--- config.mk ---
export PLATFORM = sky130hd
export DESIGN_NAME = gvn_front
export DESIGN_NICKNAME = d
export VERILOG_FILES = /design/src/rtl/gvn_pkg.sv /design/src/rtl/gvn_front.sv
export SDC_FILE = /design/constraint.sdc
export NUM_CORES = 1
export LEC_CHECK = 0
export CAP_MARGIN = 20
export CORE_UTILIZATION = 25
export DETAILED_ROUTE_END_ITERATION = 10
export DONT_BUFFER_PORTS = 1
export HOLD_SLACK_MARGIN = 0.1
export PLACE_DENSITY_LB_ADDON = 0.3
export REMOVE_ABC_BUFFERS = 1
export SYNTH_ARGS = -nofsm -noshare
export SYNTH_HDL_FRONTEND = slang
export SYNTH_SLANG_ARGS = --single-unit
--- constraint.sdc ---
create_clock -name clock -period 7.6 [get_ports clock]
set_clock_uncertainty 0.15 [all_clocks]
set_input_delay 1.14 -clock clock [delete_from_list [all_inputs] [get_ports clock]]
set_output_delay 1.14 -clock clock [all_outputs]
set_load 0.005 [all_outputs]
--- src/rtl/gvn_pkg.sv ---
// ---------------------------------------------------------------------------
// gvn_pkg: shared types and constants of the grid vertex normal block
// grid sizes, coordinate format, item kinds, status codes and table helpers
// ---------------------------------------------------------------------------
package gvn_pkg;

   // grid and coordinate format
   localparam int MAX_COLUMNS = 64;
   localparam int MAX_ROWS    = 64;
   localparam int COORD_BITS  = 24;

   localparam int DEPTH   = MAX_COLUMNS * MAX_ROWS;
   localparam int ADDR_W  = $clog2(DEPTH);
   localparam int DIM_MAX = (MAX_COLUMNS > MAX_ROWS) ? MAX_COLUMNS : MAX_ROWS;
   localparam int DIM_W   = ($clog2(DIM_MAX + 1) > 7) ? $clog2(DIM_MAX + 1) : 7;

   // arithmetic widths
   localparam int DIFF_W  = COORD_BITS + 1;
   localparam int MUL_W   = (DIFF_W > 31) ? DIFF_W : 31;
   localparam int PROD_W  = 2 * MUL_W;
   localparam int SUM_RAW = 2 * DIFF_W + 4;
   localparam int SUM_W   = (SUM_RAW > 64) ? 64 : ((SUM_RAW < 32) ? 32 : SUM_RAW);
   localparam int NUM_W   = 47;
   localparam int WORD_W  = 3 * COORD_BITS;

   // port formats fixed by the interface
   localparam int IN_COORD_W = 24;
   localparam int CSR_IDX_W  = 2;
   localparam int CSR_DATA_W = 7;
   localparam int NORMAL_W   = 16;

   // opcodes
   localparam logic OP_WRITE = 1'b0;
   localparam logic OP_QUERY = 1'b1;

   // register indexes
   localparam logic [CSR_IDX_W-1:0] REG_COLUMNS = 2'd0;
   localparam logic [CSR_IDX_W-1:0] REG_ROWS    = 2'd1;

   // item kinds after classification
   localparam logic [1:0] KIND_WRITE = 2'd0;
   localparam logic [1:0] KIND_QUERY = 2'd1;
   localparam logic [1:0] KIND_OFF   = 2'd2;

   // result status
   localparam logic [1:0] ST_NORMAL = 2'd0;
   localparam logic [1:0] ST_WRITE  = 2'd1;
   localparam logic [1:0] ST_OFF    = 2'd2;

   typedef logic signed [COORD_BITS-1:0] coord_type;
   typedef logic signed [NORMAL_W-1:0]   normal_type;
   typedef logic [ADDR_W-1:0]            addr_type;

   typedef struct packed {
      logic [1:0] kind;
      logic [5:0] column;
      logic [5:0] row;
      coord_type  x;
      coord_type  y;
      coord_type  z;
      logic [7:0] mask;
   } cmd_type;

   typedef struct packed {
      normal_type normal_x;
      normal_type normal_y;
      normal_type normal_z;
      logic [1:0] status;
   } rsp_type;

   // low COORD_BITS of the sign-extended input
   function automatic coord_type to_coord(input logic signed [IN_COORD_W-1:0] v);
      logic signed [31:0] w;
      w = 32'(v);
      return w[COORD_BITS-1:0];
   endfunction

   function automatic addr_type node_addr(input logic [5:0] column, input logic [5:0] row);
      return addr_type'(addr_type'(row) * addr_type'(MAX_COLUMNS)) + addr_type'(column);
   endfunction

   // address step to neighbour k: east, ne, north, nw, west, sw, south, se
   function automatic addr_type nb_offset(input logic [2:0] k);
      int off;
      case (k)
         3'd0: off = 1;
         3'd1: off = 1 + MAX_COLUMNS;
         3'd2: off = MAX_COLUMNS;
         3'd3: off = MAX_COLUMNS - 1;
         3'd4: off = -1;
         3'd5: off = -1 - MAX_COLUMNS;
         3'd6: off = -MAX_COLUMNS;
         default: off = 1 - MAX_COLUMNS;
      endcase
      return addr_type'(off);
   endfunction

endpackage

--- src/rtl/gvn_front.sv ---
// ---------------------------------------------------------------------------
// gvn_front: request intake and classification
// holds the grid size registers, sorts words into write, query or off grid,
// works out the neighbour mask and queues commands for the back end
// ---------------------------------------------------------------------------
module gvn_front (
   input  logic                               clock,
   input  logic                               reset,
   input  logic                               req_push,
   output logic                               req_full,
   input  logic                               req_opcode,
   input  logic [5:0]                         req_column,
   input  logic [5:0]                         req_row,
   input  logic signed [gvn_pkg::IN_COORD_W-1:0] req_point_x,
   input  logic signed [gvn_pkg::IN_COORD_W-1:0] req_point_y,
   input  logic signed [gvn_pkg::IN_COORD_W-1:0] req_point_z,
   input  logic                               csr_valid,
   output logic                               csr_ready,
   input  logic [gvn_pkg::CSR_IDX_W-1:0]      csr_index,
   input  logic [gvn_pkg::CSR_DATA_W-1:0]     csr_data,
   input  logic                               cmd_pop,
   output logic                               cmd_empty,
   output gvn_pkg::cmd_type                   cmd_head
);

   logic [gvn_pkg::CSR_DATA_W-1:0] cols_ff, cols_in, rows_ff, rows_in;
   gvn_pkg::cmd_type               q_ff [2];
   gvn_pkg::cmd_type               q_in [2];
   logic                           wp_ff, wp_in, rp_ff, rp_in;
   logic [1:0]                     cnt_ff, cnt_in;

   logic [gvn_pkg::DIM_W-1:0] cols_eff, rows_eff, col_w, row_w;
   logic                      on_grid, east, west, north, south, push, pop;
   gvn_pkg::cmd_type          cmd;

   assign csr_ready = 1'b1;
   assign req_full  = (cnt_ff == 2'd2);
   assign cmd_empty = (cnt_ff == 2'd0);
   assign cmd_head  = q_ff[rp_ff];
   assign push      = req_push && !req_full;
   assign pop       = cmd_pop && !cmd_empty;

   always_comb begin
      cols_eff = (gvn_pkg::DIM_W'(cols_ff) > gvn_pkg::DIM_W'(gvn_pkg::MAX_COLUMNS))
               ? gvn_pkg::DIM_W'(gvn_pkg::MAX_COLUMNS) : gvn_pkg::DIM_W'(cols_ff);
      rows_eff = (gvn_pkg::DIM_W'(rows_ff) > gvn_pkg::DIM_W'(gvn_pkg::MAX_ROWS))
               ? gvn_pkg::DIM_W'(gvn_pkg::MAX_ROWS) : gvn_pkg::DIM_W'(rows_ff);
      col_w    = gvn_pkg::DIM_W'(req_column);
      row_w    = gvn_pkg::DIM_W'(req_row);
      on_grid  = (col_w < cols_eff) && (row_w < rows_eff);
      east     = (col_w + 1'b1) < cols_eff;
      west     = (req_column != 6'd0);
      north    = (row_w + 1'b1) < rows_eff;
      south    = (req_row != 6'd0);

      cmd.column = req_column;
      cmd.row    = req_row;
      cmd.x      = gvn_pkg::to_coord(req_point_x);
      cmd.y      = gvn_pkg::to_coord(req_point_y);
      cmd.z      = gvn_pkg::to_coord(req_point_z);
      cmd.mask   = {east & south, south, west & south, west,
                    west & north, north, east & north, east};
      if (!on_grid) begin
         cmd.kind = gvn_pkg::KIND_OFF;
      end else if (req_opcode == gvn_pkg::OP_WRITE) begin
         cmd.kind = gvn_pkg::KIND_WRITE;
      end else begin
         cmd.kind = gvn_pkg::KIND_QUERY;
      end
   end

   always_comb begin
      cols_in = cols_ff;
      rows_in = rows_ff;
      if (csr_valid && csr_ready) begin
         case (csr_index)
            gvn_pkg::REG_COLUMNS: cols_in = csr_data;
            gvn_pkg::REG_ROWS:    rows_in = csr_data;
            default: ;
         endcase
      end
      q_in  = q_ff;
      wp_in = wp_ff;
      rp_in = rp_ff;
      if (push) begin
         q_in[wp_ff] = cmd;
         wp_in       = !wp_ff;
      end
      if (pop) begin
         rp_in = !rp_ff;
      end
      cnt_in = cnt_ff + {1'b0, push} - {1'b0, pop};
   end

   always_ff @(posedge clock) begin
      q_ff <= q_in;
      if (reset) begin
         cols_ff <= gvn_pkg::CSR_DATA_W'(64);
         rows_ff <= gvn_pkg::CSR_DATA_W'(64);
         wp_ff   <= 1'b0;
         rp_ff   <= 1'b0;
         cnt_ff  <= 2'd0;
      end else begin
         cols_ff <= cols_in;
         rows_ff <= rows_in;
         wp_ff   <= wp_in;
         rp_ff   <= rp_in;
         cnt_ff  <= cnt_in;
      end
   end

endmodule

Yosys cells after proc, flatten, opt, wreduce, memory -nomap -nowiden
Cells that the tools add are included.
{ "word_totals": {"reg_bits": 206, "inputBits": 99, "wordCells": 64} }
{ "op_classes": {"addsub": 4, "n_lt_le_gt_ge": 9, "n_eq_ne": 2, "n_mux": 10, "bitwise": 6, "reduce_logical": 14} }
{ "ops": {"columns": ["cell", "n"], "rows": [
  ["2-to-1 mux 94 bit", 4],
  ["bitwise mux 188 bit", 1],
  ["demux 94 bit (select 1 bit)", 1],
  ["adder 6 x 1 -> 7 bit, second input constant", 2],
  ["> comparator 7 bit, second input constant", 2],
  ["< comparator 6 x 7 -> 1 bit", 2],
  ["< comparator 7 bit", 2],
  ["2-to-1 mux 7 bit", 2],
  ["nonzero test 6 bit", 2],
  ["AND 1 bit", 4],
  [">= comparator 2 bit, second input constant", 2],
  ["logical AND 1 bit", 4],
  ["logical NOT 1 bit", 4],
  ["logical NOT 2 bit", 2],
  ["inverter 1 -> 2 bit", 2],
  ["AND reduction 2 bit", 2],
  ["adder 2 x 1 -> 2 bit", 1],
  ["== test 2 x 1 -> 1 bit, second input constant", 1],
  ["== test 2 bit, second input constant", 1],
  ["< comparator 2 x 1 -> 1 bit, second input constant", 1],
  ["2-to-1 mux 2 bit", 1],
  ["subtractor 2 x 1 -> 2 bit", 1],
  ["2-to-1 mux 1 bit", 1]
]} }

Depth between registers and ports, before layout
Gate-level depths: netlist of the first run.
{ "depth": {"ltp_word": 6, "mapped_depth": 8, "ltp_nobuf": 8} }

Least setup slack after synthesis of the first run
No wires, ideal clock.
{ "synth_path": {"kind": "input-to-reg", "from": "input port req_push", "to": "register q_ff[100] (netlist name) (enable)", "arrival_time_ns": 5.147, "required_time_ns": 6.903, "setup_slack_ns": 1.756, "cell_stages": 2, "path_cell_list": "nand2_1 > nor2_1"} }
{ "synth_between": {"elab_chain_cells": 1} }
{ "synth_lines": {"columns": ["element", "line", "rtl"], "rows": [
  ["start, declared", "gvn_front.sv:9", "input logic req_push,"],
  ["logical AND 1 bit", "gvn_front.sv:40", "assign push = req_push && !req_full;"],
  ["end signal, assigned", "gvn_front.sv:96", "q_ff <= q_in;"],
  ["end, declared", "gvn_front.sv:27", "gvn_pkg::cmd_type q_ff [2];"]
]} }
Every way passes these cells.
A chain may end at the register's enable or synchronous reset.

==> results of run 1 <==
## synth_stat cells (all sizes together)
cell	instances	area share, %
edfxtp	188	68
mux2	94	13
ha	26	3.9
nor2	22	1.0
dfxtp	18	4.4
nand2	14	0.64
buf	13	0.97
mux2i	12	1.5
nand3	9	0.54
inv	8	0.36
xnor2	8	0.85
a21oi	6	0.36
and3	5	0.38
o21ai	5	0.30
a21o	4	0.36
and2	4	0.32
xor2	4	0.42
and4	3	0.32
clkbuf	3	0.14
nand2b	3	0.23
nor2b	3	0.23
a31oi	2	0.15
nand4b	2	0.21
nor3b	2	0.24
nor4	2	0.15
a211o	1	0.11
a221oi	1	0.18
and4bb	1	0.15
clkinv	1	0.045
conb	1	0.045
nand3b	1	0.091
nor3	1	0.060
o21bai	1	0.091
o22a	1	0.11
o311ai	1	0.11
## cells in the final DEF (no fill, tap or decap), types with 2 or more instances in the layout
| cell type | netlist | layout |
|---|---|---|
| and3_1 | 5 | 4 |
| clkinv_4 | 0 | 2 |
| a21oi_1 | 6 | 6 |
| buf_4 | 6 | 3 |
| nand2b_1 | 3 | 3 |
| mux2i_1 | 12 | 12 |
| clkinv_1 | 1 | 5 |
| nand2_1 | 14 | 14 |
| mux2_2 | 94 | 94 |
| nor2_1 | 22 | 21 |
| nand4b_1 | 2 | 2 |
| a31oi_1 | 2 | 2 |
| nand3_1 | 9 | 9 |
| and4_1 | 3 | 3 |
| xor2_1 | 4 | 4 |
| nor2b_1 | 3 | 3 |
| xnor2_1 | 8 | 8 |
| clkinv_2 | 0 | 2 |
| and2_1 | 3 | 3 |
| a21o_1 | 4 | 4 |
| clkbuf_1 | 3 | 6 |
| ha_1 | 26 | 26 |
| inv_1 | 8 | 8 |
| o21ai_0 | 5 | 5 |
| nor4_1 | 2 | 2 |
| dfxtp_1 | 18 | 17 |
| clkbuf_16 | 0 | 25 |
| edfxtp_1 | 188 | 188 |
| bufinv_16 | 0 | 2 |
## final cells by class
| class | instances | area, µm² | area share, % |
|---|---|---|---|
| clock inverters | 12 | 123 | 1.28 |
| clock buffers | 31 | 648 | 6.78 |
| multi-input cells | 239 | 2150 | 22.5 |
| inverters | 9 | 33.8 | 0.353 |
| well taps | 442 | 553 | 5.78 |
| repair buffers | 5 | 47.5 | 0.497 |
| flip-flops and latches | 206 | 6010 | 62.8 |
## worst paths after layout
path,start,endpoint,slack [ns],cells past startpoint
worst min register to register,cols_ff[5],cols_ff[5],0.36,2
worst max register to register,cnt_ff[0],q_ff[85],5.19,3
worst max-delay path,rp_ff,cmd_head[6],3.82,2
worst min-delay path,cols_ff[5],cols_ff[5],0.36,2
## through the flow
stage | setup slack, ns | hold WS [ns]
2_1_floorplan | 1.76 | 0.311
4_1_cts | 3.71 | 0.365
5_1_grt | 3.66 | 0.389
3_3_place_gp | 4.05 | 0.348
3_5_place_dp | 3.98 | 0.349
6_report | 3.82 | 0.363
## routing by layer
layer	track usage (%)	share of wire [%]	routed length [µm]
met1	9.83	36	6130
met2	16.6	51	8670
met3	4.40	10	1740
met4	3.47	3.1	532
met5	0	0	0
## registers in the layout, indices dropped and copies added (netlist names)
| signal | count |
|---|---|
| q_ff | 188 |
| cols_ff | 7 |
| rows_ff | 7 |
| cnt_ff | 2 |
| rp_ff | 1 |
| wp_ff | 1 |
## critical path, delay by kind of cell, from the launching register on
kind	cells	cell delay, ns
mux	1	0.47
buf+inv	1	0.71
flops	1	0.74
## power groups by stage
stage	clock (µW)	combinational, µW	sequential, µW
final	1110	491	1500
after global routing	1190	533	1520
after CTS	1150	506	1510
after detailed placement	0	502	1530
after global placement	0	497	1520
after floorplan	0	365	1540
## kinds of logic after synthesis
kind of cell	count (synthesis)	share of synthesized area, %
AO/OA/AOI/OAI	22	1.77
XOR/XNOR	12	1.27
adder cells (fa/ha/maj)	26	3.94
buffers and inverters	25	1.51
flip-flops	206	72.7
multiplexers	106	14.3
other	1	0.0454
AND/OR/NAND/NOR	72	4.56
==> flow_summary.yaml, run 1 <==
status:
  status: "completed"
cts:
  hold_buffers: 0
  cts_root_buffer: "clkbuf_16"
  tritoncts: "done"
  cts_setup_buffers: 0
  cts_buffer_depth: 3
  cts_resized: 0
  numCtsBuffers: 24
  htree_levels: 1
  path_clk_slew_ns: 0.06
  insertion_delay_ns: 0.51
  cts_sinks: 206
placed_design:
  dp.final_hpwl_mm: 11.5
  post_dp_cell_area_um2: 8770
  place.gp.congestion: 0.808
  placement.io_buffers: 0
  dp_cells: 899
final_layout:
  final_util_pct: 29.4
  fin_cells: 944
  area_growth_pct: 15.7
  layout-drive-gt1-share_pct: 27.5
  num-nets-final: 610
  diodes: 0
  fillers: 3220
  design_area_um2: 9560
timing:
  fin_setup_tns_ns: 0
  slew_violations: 0
  fin_crit_sh_pct: 49.8
  slew_headroom_pct: 40.1
  fmax_ghz: 0.264
  setup_viol: 0
  grt_setup_unrepaired: "no"
  finalHoldViolCount: 0
  worstMarginPinSlew_ns: 0.899
  fin_crit_ns: 3.78
critical_path:
  critPathRequiredTime_ns: 6.31
  path_cells: "buf_4, mux2_2"
  crit_slowest_cell: "dfxtp_4"
  start_kind: "flip-flop"
  worstSetupEndpointType: "output port"
  crit_path_max_fanout: 54
  critPathArrivalTime_ns: 2.49
  crit_type: "reg2out"
  slowest_delay_ns: 0.74
die:
  pin_count: 196
  fp.dieH_um: 184
  die_w_um: 184
  start_util_pct: 25.4
  coreArea_um2: 32500
  fp-row-count: 66
  die-area_um2: 33800
drt:
  vias: 3962
  wl_per_cell_um: 18.1
  via_per_inst: 4.20
  drt-initial-drc-count: 211
  drc_errors: 0
  postRouteAntennaNets: 0
  routed_wl_mm: 17.1
  dr.pass1.iters: 4
power_and_ir_drop:
  seq_power_share_pct: 48.3
  p_per_area_nw_per_um2: 324
  p_clk_share_pct: 35.9
  leakagePower_uw: 0.00315
  total_power_uw: 3100
  p_sw_share_pct: 25.2
  p_comb_share_pct: 15.8
  p_int_uw: 2320
  ir_drop_mv: 0.141
  switching_power_uw: 781
global_route:
  antenna_found_initial: 0
  grt_pass1_vias: 3971
  grt_pass1_wl_mm: 24.1
  grt_max_degree: 65
  grt.overflow.total: 0
  track_usage_pct: 9.47
yosys:
  ys_seq_area_share_pct: 72.7
  synthesis.instances: 470
  yosys_warnings: 0
  yosys.cell_types.count: 38
  syn-cell-area_um2: 8270
  yosys_register_bits: 206
  avgSynthCellArea_um2: 17.6
hold_path:
  hold_class: "reg2reg"
flow_run:
  drv_cap: 0
No activity file was read; power rests on OpenSTA's default activity.
==> inputs of run 2 (changes only) <==
clock period = 3.7 ns   (was 7.6 ns; I/O delays follow)
==> flow_summary.yaml, run 2 (synthesized netlist as in run 1, its figures left out) <==
status:
  status: "completed"
cts:
  path_clk_slew_ns: 0.06
  cts_setup_buffers: 0
  insertion_delay_ns: 0.50
  cts_buffer_depth: 3
  cts_sinks: 206
  tritoncts: "done"
  cts_root_buffer: "clkbuf_16"
  numCtsBuffers: 24
  htree_levels: 1
  cts_resized: 0
  hold_buffers: 92
die:
  start_util_pct: 25.4
  die-area_um2: 33800
  fp-row-count: 66
  coreArea_um2: 32500
  fp.dieH_um: 184
  die_w_um: 184
  pin_count: 196
final_layout:
  num-nets-final: 701
  mostFrequentLayoutCells: "188 x edfxtp_1, 94 x mux2_2, 92 x dlygate4sd3_1, 26 x ha_1, 25 x clkbuf_16"
  diodes: 0
  fillers: 3172
  final_common_cell: "edfxtp_1"
  largestRegisters: "q_ff x188, cols_ff x7, rows_ff x7"
  largest_reg_flops: 188
  layout-drive-gt1-share_pct: 24.1
  fin_cells: 1036
  area_growth_pct: 28.1
  final_util_pct: 32.5
  regMostFlops: "q_ff"
timing:
  grt_setup_unrepaired: "no"
  slew_headroom_pct: 54.8
  fin_crit_ns: 2.78
  worstMarginPinSlew_ns: 0.677
  setup_viol: 0
  slew_violations: 0
  finalHoldViolCount: 0
  fin_crit_sh_pct: 75.2
  fmax_ghz: 0.360
  whs_ns: 0.185
critical_path:
  worstSetupEndpointType: "output port"
  critPathRequiredTime_ns: 2.99
  r2r-start: "cols_ff[6]"
  crit_type: "reg2out"
  start_kind: "flip-flop"
  reg2reg_slack_ns: 1.45
  critPathArrivalTime_ns: 2.08
  regToRegEndpoint: "q_ff[1]"
  rr_worst_depth: 7
  crit_path_max_fanout: 57
global_route:
  grt_max_degree: 95
  grt_pass1_vias: 4488
  gr-usage-met1_pct: 11.2
  antenna_found_initial: 0
  grt.overflow.total: 0
  grt-busiest-layer: "met2"
  use_met3_pct: 3.37
  met2_usage_pct: 17.7
  grt_pass1_wl_mm: 26.0
  track_usage_pct: 10.0
placed_design:
  dp.final_hpwl_mm: 11.1
  placement.io_buffers: 0
  dp_cells: 900
  place.gp.congestion: 0.799
power_and_ir_drop:
  p_int_uw: 5050
  total_power_uw: 6720
  ir_drop_mv: 0.634
  leakagePower_uw: 0.00357
  p_comb_share_pct: 17.0
  p_sw_share_pct: 24.9
  p_per_area_nw_per_um2: 635
  p_clk_share_pct: 37.3
  switching_power_uw: 1670
  seq_power_share_pct: 45.7
drt:
  vias: 4349
  drc_errors: 0
  postRouteAntennaNets: 0
  drt-initial-drc-count: 230
  wl_per_cell_um: 17.2
  via_per_inst: 4.20
  dr.pass1.iters: 4
  routed_wl_mm: 17.8
flow_run:
  drv_cap: 0
hold_path:
  min-delay-start: "req_opcode"
  hold_class: "in2reg"
  worstHoldEndpoint: "q_ff[92]"
  hold_depth: 1
run 2: final cells by class:
cell class              count  area (µm²)  share of cell area [%]
repair buffers             96         988                    9.34
clock buffers              28         637                    6.02
well taps                 442         553                    5.22
flip-flops and latches    206        6010                    56.8
multi-input cells         239        2150                    20.3
clock inverters            16         218                    2.06
inverters                   9        33.8                   0.319
run 2: worst max-delay path by stage:
stage	from	slack (ns)	depth (start not counted)	endpoint
after floorplan	req_push	-1.56	2	q_ff[100]
after global placement	req_column[0]	1.34	7	q_ff[1]
after detailed placement	req_column[0]	1.23	7	q_ff[1]
after CTS	rp_ff	0.87	2	cmd_head[6]
after global routing	rp_ff	0.79	2	cmd_head[6]
final	rp_ff	0.92	2	cmd_head[6]
run 2: worst max-delay path, stage by stage (launching register included):
cell,delay [ns]
dfxtp_4,0.70
buf_12,0.36
mux2_2,0.44
run 2: power by group through the flow:
| stage | registers (µW) | clock network [µW] | logic [µW] |
|---|---|---|---|
| detailed placement | 3130 | 0 | 1080 |
| global placement | 3110 | 0 | 1070 |
| floorplan | 3170 | 0 | 750 |
| global route | 3110 | 2680 | 1240 |
| CTS | 3080 | 2610 | 1190 |
| finish | 3070 | 2510 | 1140 |
run 2: per-stage QoR:
stage | setup TNS [ns] | instance area (µm²) | worst slack [ns]
2_1_floorplan | -146.54 | 8180 | -1.56
3_3_place_gp | 0 | 8800 | 1.34
3_5_place_dp | 0 | 8810 | 1.23
4_1_cts | 0 | 10600 | 0.866
5_1_grt | 0 | 10600 | 0.791
6_report | 0 | 10600 | 0.919
run 2: routing by layer:
metal | routed length (µm) | up-vias | share of wire [%]
li1 | - | 2016 | -
met1 | 6880 | 2155 | 39
met2 | 9010 | 143 | 51
met3 | 1340 | 35 | 7.5
met4 | 553 | 0 | 3.1
met5 | 0 | - | 0
==> inputs of run 3 (changes only) <==
clock period = 2.6 ns   (was 3.7 ns; I/O delays follow)
==> flow_summary.yaml, run 3 (synthesized netlist as in run 1, its figures left out) <==
critical_path:
  crit_slowest_cell: "mux2_2"
  crit_path_max_fanout: 94
  critPathArrivalTime_ns: 1.78
  slowest_delay_ns: 0.44
  cp_num_buf_inv: 1
  reg2reg_slack_ns: 0.37
  worst-path-stages: 2
  endpoint: "cmd_head[9]"
  crit_type: "reg2out"
  setup.worst_path.start: "rp_ff"
  path_cells: "buf_12, mux2_2"
  worstSetupEndpointType: "output port"
  critPathRequiredTime_ns: 2.06
  start_kind: "flip-flop"
  r2r-start: "cols_ff[6]"
  critPathTopFamily: "multiplexers"
  regToRegEndpoint: "q_ff[95]"
  rr_worst_depth: 7
drt:
  vias: 4361
  wl_met1_mm: 7.17
  top_layer: "met4"
  drc_errors: 0
  via_per_inst: 4.17
  wl_per_cell_um: 17.4
  wl_met3_mm: 1.58
  drt-initial-drc-count: 197
  dr.pass1.iters: 4
  routed_wl_mm: 18.2
  wl_met2_mm: 9.10
  postRouteAntennaNets: 0
cts:
  tritoncts: "done"
  insertion_delay_ns: 0.51
  numCtsBuffers: 25
  cts_buffer_depth: 3
  cts_setup_buffers: 0
  cts_root_buffer: "clkbuf_16"
  cts_resized: 0
  cts_sinks: 206
  path_clk_slew_ns: 0.06
  htree_levels: 1
power_and_ir_drop:
  p_per_area_nw_per_um2: 902
  leakagePower_uw: 0.00363
  total_power_uw: 9650
  ir_drop_mv: 0.745
timing:
  finalHoldViolCount: 0
  slew_headroom_pct: 56.0
  fin_crit_ns: 2.32
  grt_setup_unrepaired: "no"
  slew_violations: 0
  setup_slack_ns: 0.277
  worstMarginPinSlew_ns: 0.658
  fmax_ghz: 0.431
  fin_crit_sh_pct: 89.3
  whs_ns: 0.160
  setup_viol: 0
final_layout:
  area_growth_pct: 29.5
  regMostFlops: "q_ff"
  fillers: 3171
  mostFrequentLayoutCells: "188 x edfxtp_1, 95 x dlygate4sd3_1, 94 x mux2_2, 26 x ha_1, 25 x clkbuf_16"
  largest_reg_flops: 188
  num-nets-final: 711
  largestRegisters: "q_ff x188, cols_ff x7, rows_ff x7"
  diodes: 0
  layout-drive-gt1-share_pct: 24.4
  final_util_pct: 32.9
  final_common_cell: "edfxtp_1"
  fin_cells: 1045
hold_path:
  hold_class: "in2reg"
die:
  start_util_pct: 25.4
  fp-row-count: 66
  die_w_um: 184
  fp.dieH_um: 184
  coreArea_um2: 32500
  pin_count: 196
  die-area_um2: 33800
status:
  status: "completed"
global_route:
  grt_max_degree: 95
  grt.overflow.total: 0
  grt_pass1_wl_mm: 26.4
  antenna_found_initial: 0
  grt_pass1_vias: 4637
  track_usage_pct: 10.3
placed_design:
  dp_cells: 906
  place.gp.congestion: 0.799
  post-place-ws_ns: 0.252
  dp.final_hpwl_mm: 11.9
  placement.io_buffers: 0
flow_run:
  drv_cap: 0
## run 3: routing by layer
| layer | GRT usage, % | vias up |
|---|---|---|
| met1 | 11.6 | 2153 |
| met3 | 3.76 | 29 |
| li1 | - | 2028 |
| met2 | 18.0 | 151 |
| met5 | 0 | - |
| met4 | 3.07 | 0 |
## run 3: per-stage QoR
stage / TNS (ns) / instance area [µm²]
floorplan: -380.11 / 8180
global placement: 0 / 8890
detailed placement: 0 / 8890
CTS: 0 / 10700
global route: 0 / 10700
finish: 0 / 10700
## run 3: area by class of cell
class,count,area [µm²],area share (%)
flip-flops and latches,206,6010,56.1
multi-input cells,239,2150,20.1
repair buffers,105,1100,10.3
clock buffers,31,658,6.15
well taps,442,553,5.17
clock inverters,13,199,1.86
inverters,9,33.8,0.316
## run 3: worst min path at each step
| stage | startpoint | to | slack (ns) | cells after the start |
|---|---|---|---|---|
| detailed placement | reset | rp_ff | 0.31 | 1 |
| finish | csr_index[0] | cols_ff[3] | 0.16 | 4 |
| global placement | reset | rp_ff | 0.31 | 1 |
| CTS | csr_index[0] | cols_ff[6] | 0.12 | 4 |
| floorplan | cols_ff[1] | cols_ff[1] | 0.31 | 2 |
| global route | csr_index[0] | cols_ff[5] | 0.14 | 4 |
## run 3: tightest hold or removal path, cell delays in order
cell	delay [ns]
nor3b_1	0.03
buf_4	0.17
mux2i_1	0.12
nor2_1	0.07
## run 3: what timing repair did
action,4_1_cts,5_1_grt
endpoints found under the setup margin,0,0
hold buffers,95,0
hold endpoints to repair,190,0
## run 3: report_power, final
part           switching [µW]  total (µW)  internal [µW]
logic                     968        1790            819
clock network            1290        3580           2280
registers                 116        4290           4170
