## src/rtl/gvn_pkg.sv

```systemverilog
// ---------------------------------------------------------------------------
// gvn_pkg: shared types and constants of the grid vertex normal block
// grid sizes, coordinate format, item kinds, status codes and table helpers
// ---------------------------------------------------------------------------
package gvn_pkg;

   // grid and coordinate format
   localparam int MAX_COLUMNS = 64;
   localparam int MAX_ROWS    = 64;
   localparam int COORD_BITS  = 24;

   localparam int DEPTH   = MAX_COLUMNS * MAX_ROWS;
   localparam int ADDR_W  = $clog2(DEPTH);
   localparam int DIM_MAX = (MAX_COLUMNS > MAX_ROWS) ? MAX_COLUMNS : MAX_ROWS;
   localparam int DIM_W   = ($clog2(DIM_MAX + 1) > 7) ? $clog2(DIM_MAX + 1) : 7;

   // arithmetic widths
   localparam int DIFF_W  = COORD_BITS + 1;
   localparam int MUL_W   = (DIFF_W > 31) ? DIFF_W : 31;
   localparam int PROD_W  = 2 * MUL_W;
   localparam int SUM_RAW = 2 * DIFF_W + 4;
   localparam int SUM_W   = (SUM_RAW > 64) ? 64 : ((SUM_RAW < 32) ? 32 : SUM_RAW);
   localparam int NUM_W   = 47;
   localparam int WORD_W  = 3 * COORD_BITS;

   // port formats fixed by the interface
   localparam int IN_COORD_W = 24;
   localparam int CSR_IDX_W  = 2;
   localparam int CSR_DATA_W = 7;
   localparam int NORMAL_W   = 16;

   // opcodes
   localparam logic OP_WRITE = 1'b0;
   localparam logic OP_QUERY = 1'b1;

   // register indexes
   localparam logic [CSR_IDX_W-1:0] REG_COLUMNS = 2'd0;
   localparam logic [CSR_IDX_W-1:0] REG_ROWS    = 2'd1;

   // item kinds after classification
   localparam logic [1:0] KIND_WRITE = 2'd0;
   localparam logic [1:0] KIND_QUERY = 2'd1;
   localparam logic [1:0] KIND_OFF   = 2'd2;

   // result status
   localparam logic [1:0] ST_NORMAL = 2'd0;
   localparam logic [1:0] ST_WRITE  = 2'd1;
   localparam logic [1:0] ST_OFF    = 2'd2;

   typedef logic signed [COORD_BITS-1:0] coord_type;
   typedef logic signed [NORMAL_W-1:0]   normal_type;
   typedef logic [ADDR_W-1:0]            addr_type;

   typedef struct packed {
      logic [1:0] kind;
      logic [5:0] column;
      logic [5:0] row;
      coord_type  x;
      coord_type  y;
      coord_type  z;
      logic [7:0] mask;
   } cmd_type;

   typedef struct packed {
      normal_type normal_x;
      normal_type normal_y;
      normal_type normal_z;
      logic [1:0] status;
   } rsp_type;

   // low COORD_BITS of the sign-extended input
   function automatic coord_type to_coord(input logic signed [IN_COORD_W-1:0] v);
      logic signed [31:0] w;
      w = 32'(v);
      return w[COORD_BITS-1:0];
   endfunction

   function automatic addr_type node_addr(input logic [5:0] column, input logic [5:0] row);
      return addr_type'(addr_type'(row) * addr_type'(MAX_COLUMNS)) + addr_type'(column);
   endfunction

   // address step to neighbour k: east, ne, north, nw, west, sw, south, se
   function automatic addr_type nb_offset(input logic [2:0] k);
      int off;
      case (k)
         3'd0: off = 1;
         3'd1: off = 1 + MAX_COLUMNS;
         3'd2: off = MAX_COLUMNS;
         3'd3: off = MAX_COLUMNS - 1;
         3'd4: off = -1;
         3'd5: off = -1 - MAX_COLUMNS;
         3'd6: off = -MAX_COLUMNS;
         default: off = 1 - MAX_COLUMNS;
      endcase
      return addr_type'(off);
   endfunction

endpackage

```

## src/rtl/gvn_rsp_queue.sv

```systemverilog
// ---------------------------------------------------------------------------
// gvn_rsp_queue: result queue
// two-entry queue between the back end and the result ports
// ---------------------------------------------------------------------------
module gvn_rsp_queue (
   input  logic             clock,
   input  logic             reset,
   input  logic             push,
   output logic             full,
   input  gvn_pkg::rsp_type push_word,
   input  logic             pop,
   output logic             empty,
   output gvn_pkg::rsp_type head
);

   gvn_pkg::rsp_type q_ff [2];
   gvn_pkg::rsp_type q_in [2];
   logic             wp_ff, wp_in, rp_ff, rp_in;
   logic [1:0]       cnt_ff, cnt_in;
   logic             do_push, do_pop;

   assign full    = (cnt_ff == 2'd2);
   assign empty   = (cnt_ff == 2'd0);
   assign head    = q_ff[rp_ff];
   assign do_push = push && !full;
   assign do_pop  = pop && !empty;

   always_comb begin
      q_in  = q_ff;
      wp_in = wp_ff;
      rp_in = rp_ff;
      if (do_push) begin
         q_in[wp_ff] = push_word;
         wp_in       = !wp_ff;
      end
      if (do_pop) begin
         rp_in = !rp_ff;
      end
      cnt_in = cnt_ff + {1'b0, do_push} - {1'b0, do_pop};
   end

   always_ff @(posedge clock) begin
      q_ff <= q_in;
      if (reset) begin
         wp_ff  <= 1'b0;
         rp_ff  <= 1'b0;
         cnt_ff <= 2'd0;
      end else begin
         wp_ff  <= wp_in;
         rp_ff  <= rp_in;
         cnt_ff <= cnt_in;
      end
   end

endmodule

```

## config.mk

```make
export PLATFORM = sky130hd
export DESIGN_NAME = gvn_rsp_queue
export DESIGN_NICKNAME = d
export VERILOG_FILES = /design/src/rtl/gvn_pkg.sv /design/src/rtl/gvn_rsp_queue.sv
export SDC_FILE = /design/constraint.sdc
export NUM_CORES = 1
export LEC_CHECK = 0
export BUFFER_PORTS_ARGS = -buffer_cell sky130_fd_sc_hd__buf_2
export CELL_PAD_IN_SITES_DETAIL_PLACEMENT = 1
export CELL_PAD_IN_SITES_GLOBAL_PLACEMENT = 1
export CORE_UTILIZATION = 45
export CTS_BUF_LIST = sky130_fd_sc_hd__clkbuf_8
export CTS_CLUSTER_SIZE = 20
export DETAILED_ROUTE_END_ITERATION = 8
export GPL_TIMING_DRIVEN = 0
export PLACE_DENSITY = 0.8
export SYNTH_ARGS = -nofsm -noshare
export SYNTH_HDL_FRONTEND = slang
export SYNTH_SLANG_ARGS = --single-unit
```

## constraint.sdc

```tcl
create_clock -name clock -period 2.42 [get_ports clock]
set_input_delay 0.242 -clock clock [delete_from_list [all_inputs] [get_ports clock]]
set_output_delay 0.242 -clock clock [all_outputs]
set_load 0.005 [all_outputs]
```

Yosys cells after proc, flatten, opt, wreduce, memory -nomap -nowiden. Index checks and enable logic that the tools add are counted.

Input bits: 54. Word-level logic and storage cells: 33. Bits in registers: 104. Output and inout port bits: 52.

Magnitude comparators: 3. Mux-type cells: 6. Equality and inequality tests: 1. Reduce and logical (&&, ||, !) cells: 8. Bitwise logic cells: 2. $add $sub $neg: 2.

Operators with widths (number): 50-bit two-way mux (4); 100-bit bitwise mux (1); 50-bit demux with 1-bit select (1); 2-bit greater-or-equal comparator, second input constant (2); 1-bit zero test (4); 1-bit inverter with 2-bit output (2); 1-bit logical AND (3); 2-bit by 1-bit adder with 2-bit output (1); 2-bit equality test, second input constant (1); 2-bit zero test (1); 2-bit by 1-bit < comparator with 1-bit output, second input constant (1); 2-bit by 1-bit subtractor with 2-bit output (1).

Depth between registers and ports, before layout. Gate-level depths: netlist (run 1).

Depth after elaboration: 6. Depth in mapped cells: 8. Gate-level depth less buffers: 8.

Worst setup path after synthesis (run 1). Ideal clock, no wire load.

Path type: reg-to-reg. Start: register cnt_ff[0]. End: register q_ff[50] in the netlist's numbering, enable pin. Data required time: 2.016 ns. Arrival: 1.836 ns. Path slack: 0.179 ns. Stages on the path, launching flop included: 5. Setup time: 0.404 ns. Cells stage by stage: dfxtp_1 > nand2b_2 > inv_2 > or3_1 > inv_1.

Word-level cells in the longest chain between the ends: 3.

Ends and longest elaborated chain: start: declaration (RTL line gvn_rsp_queue.sv:19) `logic [1:0] cnt_ff, cnt_in;`; start signal: assignment (RTL line gvn_rsp_queue.sv:51) `cnt_ff <= cnt_in;`; 2-bit equality test (RTL line gvn_rsp_queue.sv:22) `assign full = (cnt_ff == 2'd2);`; net full (RTL line gvn_rsp_queue.sv:9) `output logic full,`; 1-bit zero test (RTL line gvn_rsp_queue.sv:25) `assign do_push = push && !full;`; 1-bit logical AND (RTL line gvn_rsp_queue.sv:25); end signal: assignment (RTL line gvn_rsp_queue.sv:43) `q_ff <= q_in;`; end: declaration (RTL line gvn_rsp_queue.sv:16) `gvn_pkg::rsp_type q_ff [2];`.

The timed path passes the listed nets, and every way through them passes these cells. A chain may end at the register's enable or synchronous reset.

Worst setup path in the final report (run 1).
Start: register cnt_ff[0]. End: register q_ff[39] in the netlist's numbering, enable pin.

Word-level cells in the longest chain between the ends: 3.

Ends and longest elaborated chain (RTL line): 2-bit equality test (gvn_rsp_queue.sv:22); 1-bit zero test (gvn_rsp_queue.sv:25); 1-bit logical AND (gvn_rsp_queue.sv:25).

Every way passes these cells.

==> results of run 1 <==
## layer usage
layer / up-vias / wire (microns) / GRT usage (%)
met3: 10 / 381 / 4.61
met4: 0 / 83 / 6.54
met5: - / 0 / 0
met2: 64 / 3670 / 29.5
met1: 975 / 2540 / 17.1
li1: 938 / - / -
## kinds of logic after synthesis
logic type / Yosys count
AO/OA/AOI/OAI: 3
multiplexers: 50
AND/OR/NAND/NOR: 10
adder cells (fa/ha/maj): 2
flip-flops: 104
buffers and inverters: 10
XOR/XNOR: 2
## registers in the layout (all words and copies together) (netlist names)
register,flops
q_ff,100
cnt_ff,2
wp_ff,1
rp_ff,1
## final cells by class
| cell class | count | area, sq um |
|---|---|---|
| fill | 789 | 3560 |
| clock inverter | 7 | 52.6 |
| multi-input combinational | 67 | 678 |
| tap | 105 | 131 |
| timing repair buffer | 106 | 546 |
| inverter | 4 | 15.0 |
| buffer | 6 | 30.0 |
| sequential | 104 | 3080 |
| clock buffer | 9 | 124 |
## worst min-delay path by stage
| stage | to | slack [ps] | cells after the start | startpoint |
|---|---|---|---|---|
| floorplan | wp_ff$_SDFFE_PP0P_ | 310 | 1 | reset |
| global placement | q_ff[94]$_DFFE_PP_ | 430 | 1 | push_word[44] |
| detailed placement | q_ff[71]$_DFFE_PP_ | 430 | 1 | push_word[21] |
| CTS | q_ff[58]$_DFFE_PP_ | 50 | 1 | push_word[8] |
| global route | q_ff[58]$_DFFE_PP_ | 40 | 1 | push_word[8] |
| finish | q_ff[58]$_DFFE_PP_ | 70 | 1 | push_word[8] |
## power groups by stage
stage	Combinational [mW]	Sequential, mW	Clock (mW)
detailed placement	1.23	2.41	0
CTS	1.24	2.37	1.01
floorplan	0.723	2.38	0
finish	1.20	2.36	0.972
global route	1.34	2.39	1.06
global placement	1.19	2.40	0
## worst max-delay path: cells and delay by family (launching register included)
| kind | cells | cell delay, ps |
|---|---|---|
| simple gates | 2 | 1170 |
| flops | 1 | 390 |
## stage by stage
step / hold WS, ps / setup TNS (ps) / std cells / cell area (sq um)
floorplan: 311 / 0 / 181 / 3810
global placement: 429 / -18810 / 391 / 4460
detailed placement: 434 / 0 / 392 / 4480
CTS: 47.7 / 0 / 408 / 4660
global route: 40.0 / 0 / 408 / 4660
finish: 67.1 / 0 / 408 / 4660
## cells in the mapped netlist (2+ instances only)
library cell,number
inv_1,3
ha_1,2
mux2_2,50
buf_2,6
edfxtp_1,100
nor2_1,3
dfxtp_1,4
==> results_dict.tcl, run 1 <==
set metrics [dict create \
    dieArea_sq_um 8830 \
    period_share_pct 80.7 \
    tightestPinTransition_ps 1200 \
    synth_compound_area_share_pct 0.460 \
    core_area_sq_um 8220 \
    grt_first_pass_wirelength_microns 10200 \
    dr.pass1.iters 6 \
    syn_area_sq_um 3810 \
    ir_drop_uv 495 \
    io_buffer_count 105 \
    cpMaxStageDelayCell "and3_2" \
    ys_seq_elements 104 \
    critPathKind "reg -> reg" \
    clock_latency_ps 350 \
    powerDensity_nw_per_um2 974 \
    layout_common_cells "buf_2, edfxtp_1, mux2_2, clkbuf_8" \
    cp-end-kind "register" \
    cts_setup_buffers 0 \
    root_buffer "clkbuf_8" \
    routabilityCongestion 0.641 \
    switching_power_mw 1.24 \
    cts.sinks 104 \
    power_mw 4.54 \
    cp_cell_sequence "nand2b_2 > and3_2" \
    worst_setup_path_start_kind "register" \
    grt_max_degree 51 \
    slew_violations 0 \
    worst_clock_skew_ps 11.6 \
    cts_buffer_depth 2 \
    cp_data_required_time_ps 2390 \
    rsz0062_at_grt "no" \
    power_switching_share_pct 27.2 \
    syn_nets 237 \
    n_antenna_cell 0 \
    share_seq_of_total_power_pct 52.0 \
    route.detailed.drc 0 \
    final.setup.worst_slack_ps 467 \
    drive_above_1_share_pct 59.7 \
    cts_hold_buf 0 \
    regToRegStartpoint "cnt_ff[0]$_SDFF_PP0_" \
    synth_top_cell_area_share_pct 78.9 \
    p_clk_share_pct 21.4 \
    initial_core_util_pct 46.3 \
    syn_avg_cell_area_sq_um 21.0 \
    finalNetCount 354 \
    regToRegSetupSlack_ps 470 \
    ctsResizeCount 0 \
    synth-edff-count 100 \
    synth_top_family_by_area "multiplexers" \
    numCtsBuffers 9 \
    placementRows 33 \
    synth-xor-area-share_pct 0.460 \
    reg2reg_to "q_ff[39]$_DFFE_PP_" \
    pin_count 106 \
    area_growth_pct 22.4 \
    critPathMaxStageDelay_ps 1000 \
    netlist_instances 181 \
    startpoint "cnt_ff[0]$_SDFF_PP0_" \
    utilization_pct 56.7 \
    fmax_mhz 512 \
    r2r_cells 2 \
    finalSetupViolCount 0 \
    synth_area_leaders "edfxtp_1, mux2_2, dfxtp_1" \
    outcome "finished clean" \
    wl_microns 6680 \
    ys.flop_type "edfxtp_1" \
    yosys.cell_types.count 20 \
    p_comb_share_pct 26.5 \
    via_per_inst 4.87 \
    p_int_mw 3.30 \
    hold_viol_final 0 \
    min_path_type "in -> reg" \
    hpwlAfterDp_microns 4600 \
    period_minus_slack_ps 1950 \
    ant_nets 0 \
    synth_top_cell_by_area "edfxtp_1" \
    wl_per_cell_microns 16.4 \
    synthMuxAreaShare_pct 14.8 \
    maxCapViolations 0 \
    clk_pin_slew_ps 100 \
    critical_path.endpoint "q_ff[39]$_DFFE_PP_" \
    max_slew_margin_pct 19.9 \
    cp.arrival_ps 1920 \
    drtIter0Drc 55 \
    ys_warn_count 0 \
    die_w_microns 94.0 \
    grt_usage_pct 16.1 \
    synthArstFlopShare_pct 0 \
    yosysSeqAreaShare_pct 81.0 \
    cp_max_fo 50 \
    cts_tree "yes" \
    dp_slack_ps 403 \
    num_vias 1987 \
    power.leakage_nw 1.78 \
    die_h_microns 94.0 \
    antenna_found_initial 0 \
    grt_overflow_total 0 \
    htreeDepth 3 \
    synth-simple-area-share_pct 1.45 \
    grt_pass1_vias 2189 \
    mostFrequentLayoutCell "buf_2" \
    synth_fa_ha_area_share_pct 0.657 \
]
Note: power is estimated with default switching activity, not from simulation.
==> inputs of run 2 (changes only) <==
ABC_AREA = 1   (was default)
PLACE_DENSITY = 0.79   (was 0.8)
clock period = 1.8 ns   (was 2.42 ns; I/O delays follow)
==> run 2 against run 1 <==
  * Wire length is 29% higher
  * Die area is 7.2% higher
  * Worst setup slack worse by 340 ps
  * Hold slack better by 57 ps
  * Synthesized area is 7.3% higher
  * Clock power is 44% higher
  * Sequential power is 35% higher
  * Combinational power is 73% higher
  * Non-clock buffer count is 58 higher
  * Clock-buffer cell count stayed put
  * Via count is 17% higher
  * Global-route usage is 1.9 points higher
  * Highest routed layer unchanged
==> results_dict.tcl, run 2 <==
set metrics [dict create \
    outcome "finished clean" \
    ant_nets 0 \
    ys_warn_count 0 \
    numCtsBuffers 9 \
    mostFrequentLayoutCell "buf_2" \
    grt_usage_pct 17.9 \
    drive_above_1_share_pct 51.2 \
    hold_depth 4 \
    antenna_found_initial 0 \
    grt_overflow_total 0 \
    num_vias 2315 \
    slew_violations 0 \
    clk_pin_slew_ps 100 \
    dieArea_sq_um 9460 \
    wirelength_met1_microns 3650 \
    synth_top_cell_by_area "edfxtp_1" \
    clock_latency_ps 370 \
    grt_pass1_vias 2504 \
    regToRegSetupSlack_ps 130 \
    cts_tree "yes" \
    cp.arrival_ps 1490 \
    synth-edff-count 100 \
    placementRows 34 \
    tightestPinTransition_ps 701 \
    cp-end-kind "primary output" \
    worst_clock_skew_ps 8.91 \
    place_area_sq_um 4780 \
    pin_count 106 \
    netlist_instances 193 \
    wl_met3_microns 295 \
    largest_reg_flops 100 \
    netlist_top_cells_count "edfxtp_1, mux2_4, inv_1" \
    top_regs "q_ff (100), cnt_ff (2)" \
    synth_fa_ha_area_share_pct 0.613 \
    grt_max_degree 30 \
    yosys.cell_types.count 12 \
    ys_seq_elements 104 \
    synth_compound_area_share_pct 0.245 \
    fillers 801 \
    syn_nets 249 \
    synthArstFlopShare_pct 0 \
    power_switching_share_pct 28.3 \
    synth_area_leaders "edfxtp_1, mux2_4, buf_12" \
    syn_area_sq_um 4090 \
    critPathKind "reg -> out" \
    worst_setup_path_start_kind "register" \
    p_clk_share_pct 21.0 \
    layout_common_cells "buf_2, edfxtp_1, dlygate4sd3_1, mux2_4" \
    die_w_microns 97.3 \
    power.leakage_nw 2.24 \
    period_share_pct 92.9 \
    cts_buffer_depth 2 \
    ir_drop_uv 545 \
    syn_avg_cell_area_sq_um 21.2 \
    synthMostInstantiatedCell "edfxtp_1" \
    cp_data_required_time_ps 1620 \
    cts.sinks 104 \
    synthMuxAreaShare_pct 18.2 \
    core_area_sq_um 8760 \
    yosysSeqAreaShare_pct 75.5 \
    hpwlAfterDp_microns 4940 \
    reg2reg_to "cnt_ff[1]$_SDFF_PP0_" \
    synth_top_family_by_area "multiplexers" \
    n_antenna_cell 0 \
    powerDensity_nw_per_um2 1190 \
    period_minus_slack_ps 1670 \
    finalNetCount 428 \
    final_cell_area_sq_um 5570 \
    r2r_cells 10 \
    dr_wl_met2_microns 4500 \
    synth-xor-area-share_pct 0 \
    wl_microns 8600 \
    max_slew_margin_pct 53.2 \
    area_growth_pct 36.2 \
    finalSetupViolCount 0 \
    share_seq_of_total_power_pct 47.9 \
    io_buffer_count 105 \
    synth_top_cell_area_share_pct 73.5 \
    switching_power_mw 1.88 \
    min_to "rp_ff$_SDFFE_PP0P_" \
    htreeDepth 3 \
    die_h_microns 97.3 \
    regArea_sq_um 3080 \
    grt_first_pass_wirelength_microns 12800 \
    largest_register "q_ff" \
    ys.flop_type "edfxtp_1" \
    fmax_mhz 598 \
    tns_ps 0 \
    min_path_type "in -> reg" \
    dr.pass1.iters 4 \
    hp-start "pop" \
    rsz0062_at_grt "no" \
    maxCapViolations 0 \
    topRoutingLayerUsed "met4" \
    synth-simple-area-share_pct 1.84 \
    drtIter0Drc 97 \
    wl_per_cell_microns 17.7 \
    cp_max_fo 10 \
    p_comb_share_pct 31.1 \
    multi_input_area_sq_um 875 \
    route.detailed.drc 0 \
    via_per_inst 4.77 \
    p_int_mw 4.76 \
    root_buffer "clkbuf_8" \
    hold_viol_final 0 \
    initial_core_util_pct 46.6 \
    routabilityCongestion 0.695 \
    regToRegStartpoint "cnt_ff[0]$_SDFF_PP0_" \
]
## run 2: changes by cell type in the layout (fill, tap and decap cells not counted), sizes merged, moves of 3 or more
cell | previous run | this run
clkinvlp | 0 | 5
nand2 | 1 | 8
nand3 | 0 | 3
buf | 112 | 119
inv | 9 | 12
nor2 | 3 | 9
dlygate4sd3 | 0 | 51
## run 2: power by group through the flow
stage	sequential, mW	combinational (mW)	clock [mW]
finish	3.18	2.07	1.40
floorplan	3.20	1.26	0
CTS	3.18	2.01	1.44
global route	3.21	2.23	1.50
global placement	3.21	1.83	0
detailed placement	3.24	1.91	0
## run 2: how the worst max path moves through the flow
stage | slack [ps] | cells past startpoint | to | startpoint
floorplan | 60 | 4 | q_ff[50]$_DFFE_PP_ | cnt_ff[0]$_SDFF_PP0_
global placement | -410 | 4 | q_ff[66]$_DFFE_PP_ | cnt_ff[0]$_SDFF_PP0_
detailed placement | -460 | 3 | q_ff[13]$_DFFE_PP_ | cnt_ff[1]$_SDFF_PP0_
CTS | -130 | 4 | q_ff[47]$_DFFE_PP_ | cnt_ff[0]$_SDFF_PP0_
global route | 20 | 11 | cnt_ff[1]$_SDFF_PP0_ | cnt_ff[0]$_SDFF_PP0_
finish | 130 | 4 | head[15] | rp_ff$_SDFFE_PP0P_
## run 2: timing repair
action | in CTS | in global routing
endpoints found under the hold margin | 99 | 0
setup endpoints to repair | 79 | 95
setup buffers | 0 | 7
pin swaps | 1 | 1
hold buffers | 51 | 0
resized for setup | 1 | 4
gates cloned | 1 | 3
## run 2: metal layers
layer  track usage [%]  up-vias
li1                  -     1092
met1              21.1     1138
met2              31.6       72
met3              4.03       13
met4              7.69        0
met5                 0        -
## run 2: kinds of logic after synthesis
group / after synthesis
fa+ha+maj: 2
flops: 104
buf+inv: 16
mux: 50
compound gates: 2
simple gates: 19
## run 2: area by class of cell
| type | instances | share of cell area, % |
|---|---|---|
| sequential | 104 | 55.4 |
| inverter | 10 | 0.742 |
| clock inverter | 7 | 1.17 |
| timing repair buffer | 164 | 19.9 |
| multi-input combinational | 74 | 15.7 |
| timing repair inverter | 3 | 0.405 |
| clock buffer | 9 | 2.23 |
| buffer | 6 | 2.00 |
| tap | 108 | 2.43 |
## run 2: critical path, stage by stage (launching register included)
cell and delay [ps]:
dfxtp_1 340, buf_6 170, buf_12 170, mux2_4 320, buf_2 130
## run 2: metrics by stage
stage,utilization (%),cells,hold WS [ps],power [mW],setup WS [ps]
2_1_floorplan,-,193,251,4.46,56.2
3_3_place_gp,54.3,406,350,5.04,-411
3_5_place_dp,54.5,407,358,5.15,-463
4_1_cts,62.6,475,89.2,6.64,-130
5_1_grt,63.5,485,131,6.94,22.2
6_report,63.5,485,124,6.64,127
==> inputs of run 3 (changes only) <==
BUFFER_PORTS_ARGS = -buffer_cell sky130_fd_sc_hd__buf_4   (was -buffer_cell sky130_fd_sc_hd__buf_2)
==> run 3 against run 2 <==
  * Utilization up 2.1 points
  * Design area increased by 3.3%
  * Hold slack worse by 13 ps
  * Clock-buffer cell count stayed put
  * Die area did not move
  * Critical path depth stayed put
  * First-iteration DRC count fell by 35%
  * Flip-flop and latch count unchanged
  * Register-to-register slack lost 30 ps
  * Non-clock buffer count is 6 lower
  * Clock power shrank 10%
  * Global-route usage up 0.66 points
==> results_dict.tcl, run 3 (synthesis gave the netlist of run 2 again) <==
set metrics [dict create \
    period_share_pct 94.6 \
    num_vias 2263 \
    hold_depth 3 \
    critPathKind "reg -> reg" \
    hp-start "push" \
    p_int_mw 4.91 \
    dp_cells 407 \
    clk_pin_slew_ps 100 \
    min_to "wp_ff$_SDFFE_PP0P_" \
    share_seq_of_total_power_pct 47.4 \
    switching_power_mw 1.79 \
    regToRegSetupSlack_ps 100 \
    finalSetupViolCount 0 \
    n_antenna_cell 0 \
    power_switching_share_pct 26.7 \
    die_h_microns 97.3 \
    dieArea_sq_um 9460 \
    cp.arrival_ps 1640 \
    hold_viol_final 0 \
    regToRegStartpoint "cnt_ff[0]$_SDFF_PP0_" \
    tightestPinTransition_ps 593 \
    finalNetCount 419 \
    routabilityCongestion 0.703 \
    powerDensity_nw_per_um2 1170 \
    mostFrequentLayoutCell "buf_4" \
    cp_max_fo 25 \
    layout_common_cells "buf_4, edfxtp_1, dlygate4sd3_1, mux2_4, inv_1" \
    largest_register "q_ff" \
    via_per_inst 4.75 \
    cts_buffer_depth 2 \
    outcome "finished clean" \
    p_clk_share_pct 18.8 \
    grt_overflow_total 0 \
    drtIter0Drc 63 \
    route.detailed.drc 0 \
    fillers 780 \
    htreeDepth 3 \
    rsz0062_at_grt "no" \
    grt_max_degree 33 \
    grt_first_pass_wirelength_microns 12900 \
    wl_microns 8530 \
    cp_data_required_time_ps 1730 \
    min_path_type "in -> reg" \
    r2r_cells 4 \
    cp-end-kind "register" \
    largest_reg_flops 100 \
    maxCapViolations 0 \
    root_buffer "clkbuf_8" \
    tns_ps 0 \
    placementRows 34 \
    numCtsBuffers 9 \
    worst_setup_path_start_kind "register" \
    dr.pass1.iters 4 \
    core_area_sq_um 8760 \
    area_growth_pct 40.7 \
    drive_above_1_share_pct 48.9 \
    ant_nets 0 \
    io_buffer_count 105 \
    layout.cells.non_filler 476 \
    cts_tree "yes" \
    wl_per_cell_microns 17.9 \
    initial_core_util_pct 46.6 \
    power.leakage_nw 2.30 \
    cts.sinks 104 \
    reg2reg_to "q_ff[14]$_DFFE_PP_" \
    slew_violations 0 \
    die_w_microns 97.3 \
    p_comb_share_pct 33.8 \
    worst_clock_skew_ps 9.18 \
    grt_pass1_vias 2484 \
    period_minus_slack_ps 1700 \
    fmax_mhz 587 \
    clock_latency_ps 360 \
    top_regs "q_ff (100), cnt_ff (2)" \
    grt_usage_pct 18.6 \
    antenna_found_initial 0 \
    max_slew_margin_pct 60.4 \
    ir_drop_uv 711 \
    hpwlAfterDp_microns 5390 \
    pin_count 106 \
]
[run 3: cell types whose count changed in the layout (fill, tap and decap cells not counted), sizes merged]
cell,before,now
nor2,9,8
clkinvlp,5,3
clkinv,3,4
buf,119,113
inv,12,11
[run 3: worst max-delay path by stage]
stage	startpoint	to	slack, ps
floorplan	cnt_ff[0]$_SDFF_PP0_	q_ff[50]$_DFFE_PP_	60
global placement	cnt_ff[0]$_SDFF_PP0_	q_ff[66]$_DFFE_PP_	-430
detailed placement	cnt_ff[0]$_SDFF_PP0_	q_ff[14]$_DFFE_PP_	-470
CTS	cnt_ff[0]$_SDFF_PP0_	q_ff[44]$_DFFE_PP_	50
global route	cnt_ff[0]$_SDFF_PP0_	q_ff[30]$_DFFE_PP_	4
finish	cnt_ff[0]$_SDFF_PP0_	q_ff[14]$_DFFE_PP_	100
[run 3: power by group through the flow]
stage	Sequential [mW]	Combinational (mW)	Clock (mW)
6_report	3.18	2.27	1.26
5_1_grt	3.20	2.42	1.37
4_1_cts	3.18	2.30	1.29
3_5_place_dp	3.24	2.17	0
3_3_place_gp	3.21	2.07	0
2_1_floorplan	3.20	1.26	0
[run 3: per-layer routing]
metal,wire length (microns),track usage [%]
met5,0,0
met4,117,6.79
met3,389,4.60
met2,4670,34.6
met1,3360,20.4
[run 3: area by class of cell]
cell class | instances | area [sq um] | area share [%]
flip-flops and latches | 104 | 3080 | 53.6
repair buffers | 158 | 1340 | 23.3
multi-input cells | 73 | 866 | 15.1
well taps | 108 | 135 | 2.35
clock buffers | 9 | 124 | 2.15
plain buffers | 6 | 111 | 1.94
clock inverters | 7 | 41.3 | 0.718
inverters | 10 | 41.3 | 0.718
repair inverters | 1 | 7.51 | 0.131
[run 3: critical path: stages, from the launching register on]
cell        delay, ps
dfxtp_1           340
inv_1              80
nand2_1           120
nand3_2           190
clkinvlp_4        540
[run 3: timing repair]
action,4_1_cts,5_1_grt
setup buffers,1,0
endpoints found under the hold margin,100,0
endpoints found under the setup margin,82,0
resized for setup,2,0
hold buffers,51,0
[run 3: through the flow]
| step | setup slack [ps] | power [mW] | instance area (sq um) | util, % | hold slack (ps) |
|---|---|---|---|---|---|
| 6_report | 96.8 | 6.71 | 5750 | 65.6 | 111 |
| 4_1_cts | 53.5 | 6.78 | 5750 | 65.6 | 100 |
| 3_3_place_gp | -428 | 5.29 | 5020 | 57.3 | 347 |
| 5_1_grt | 4.36 | 7.00 | 5750 | 65.6 | 129 |
| 3_5_place_dp | -466 | 5.41 | 5040 | 57.5 | 354 |
| 2_1_floorplan | 56.2 | 4.46 | 4100 | - | 251 |
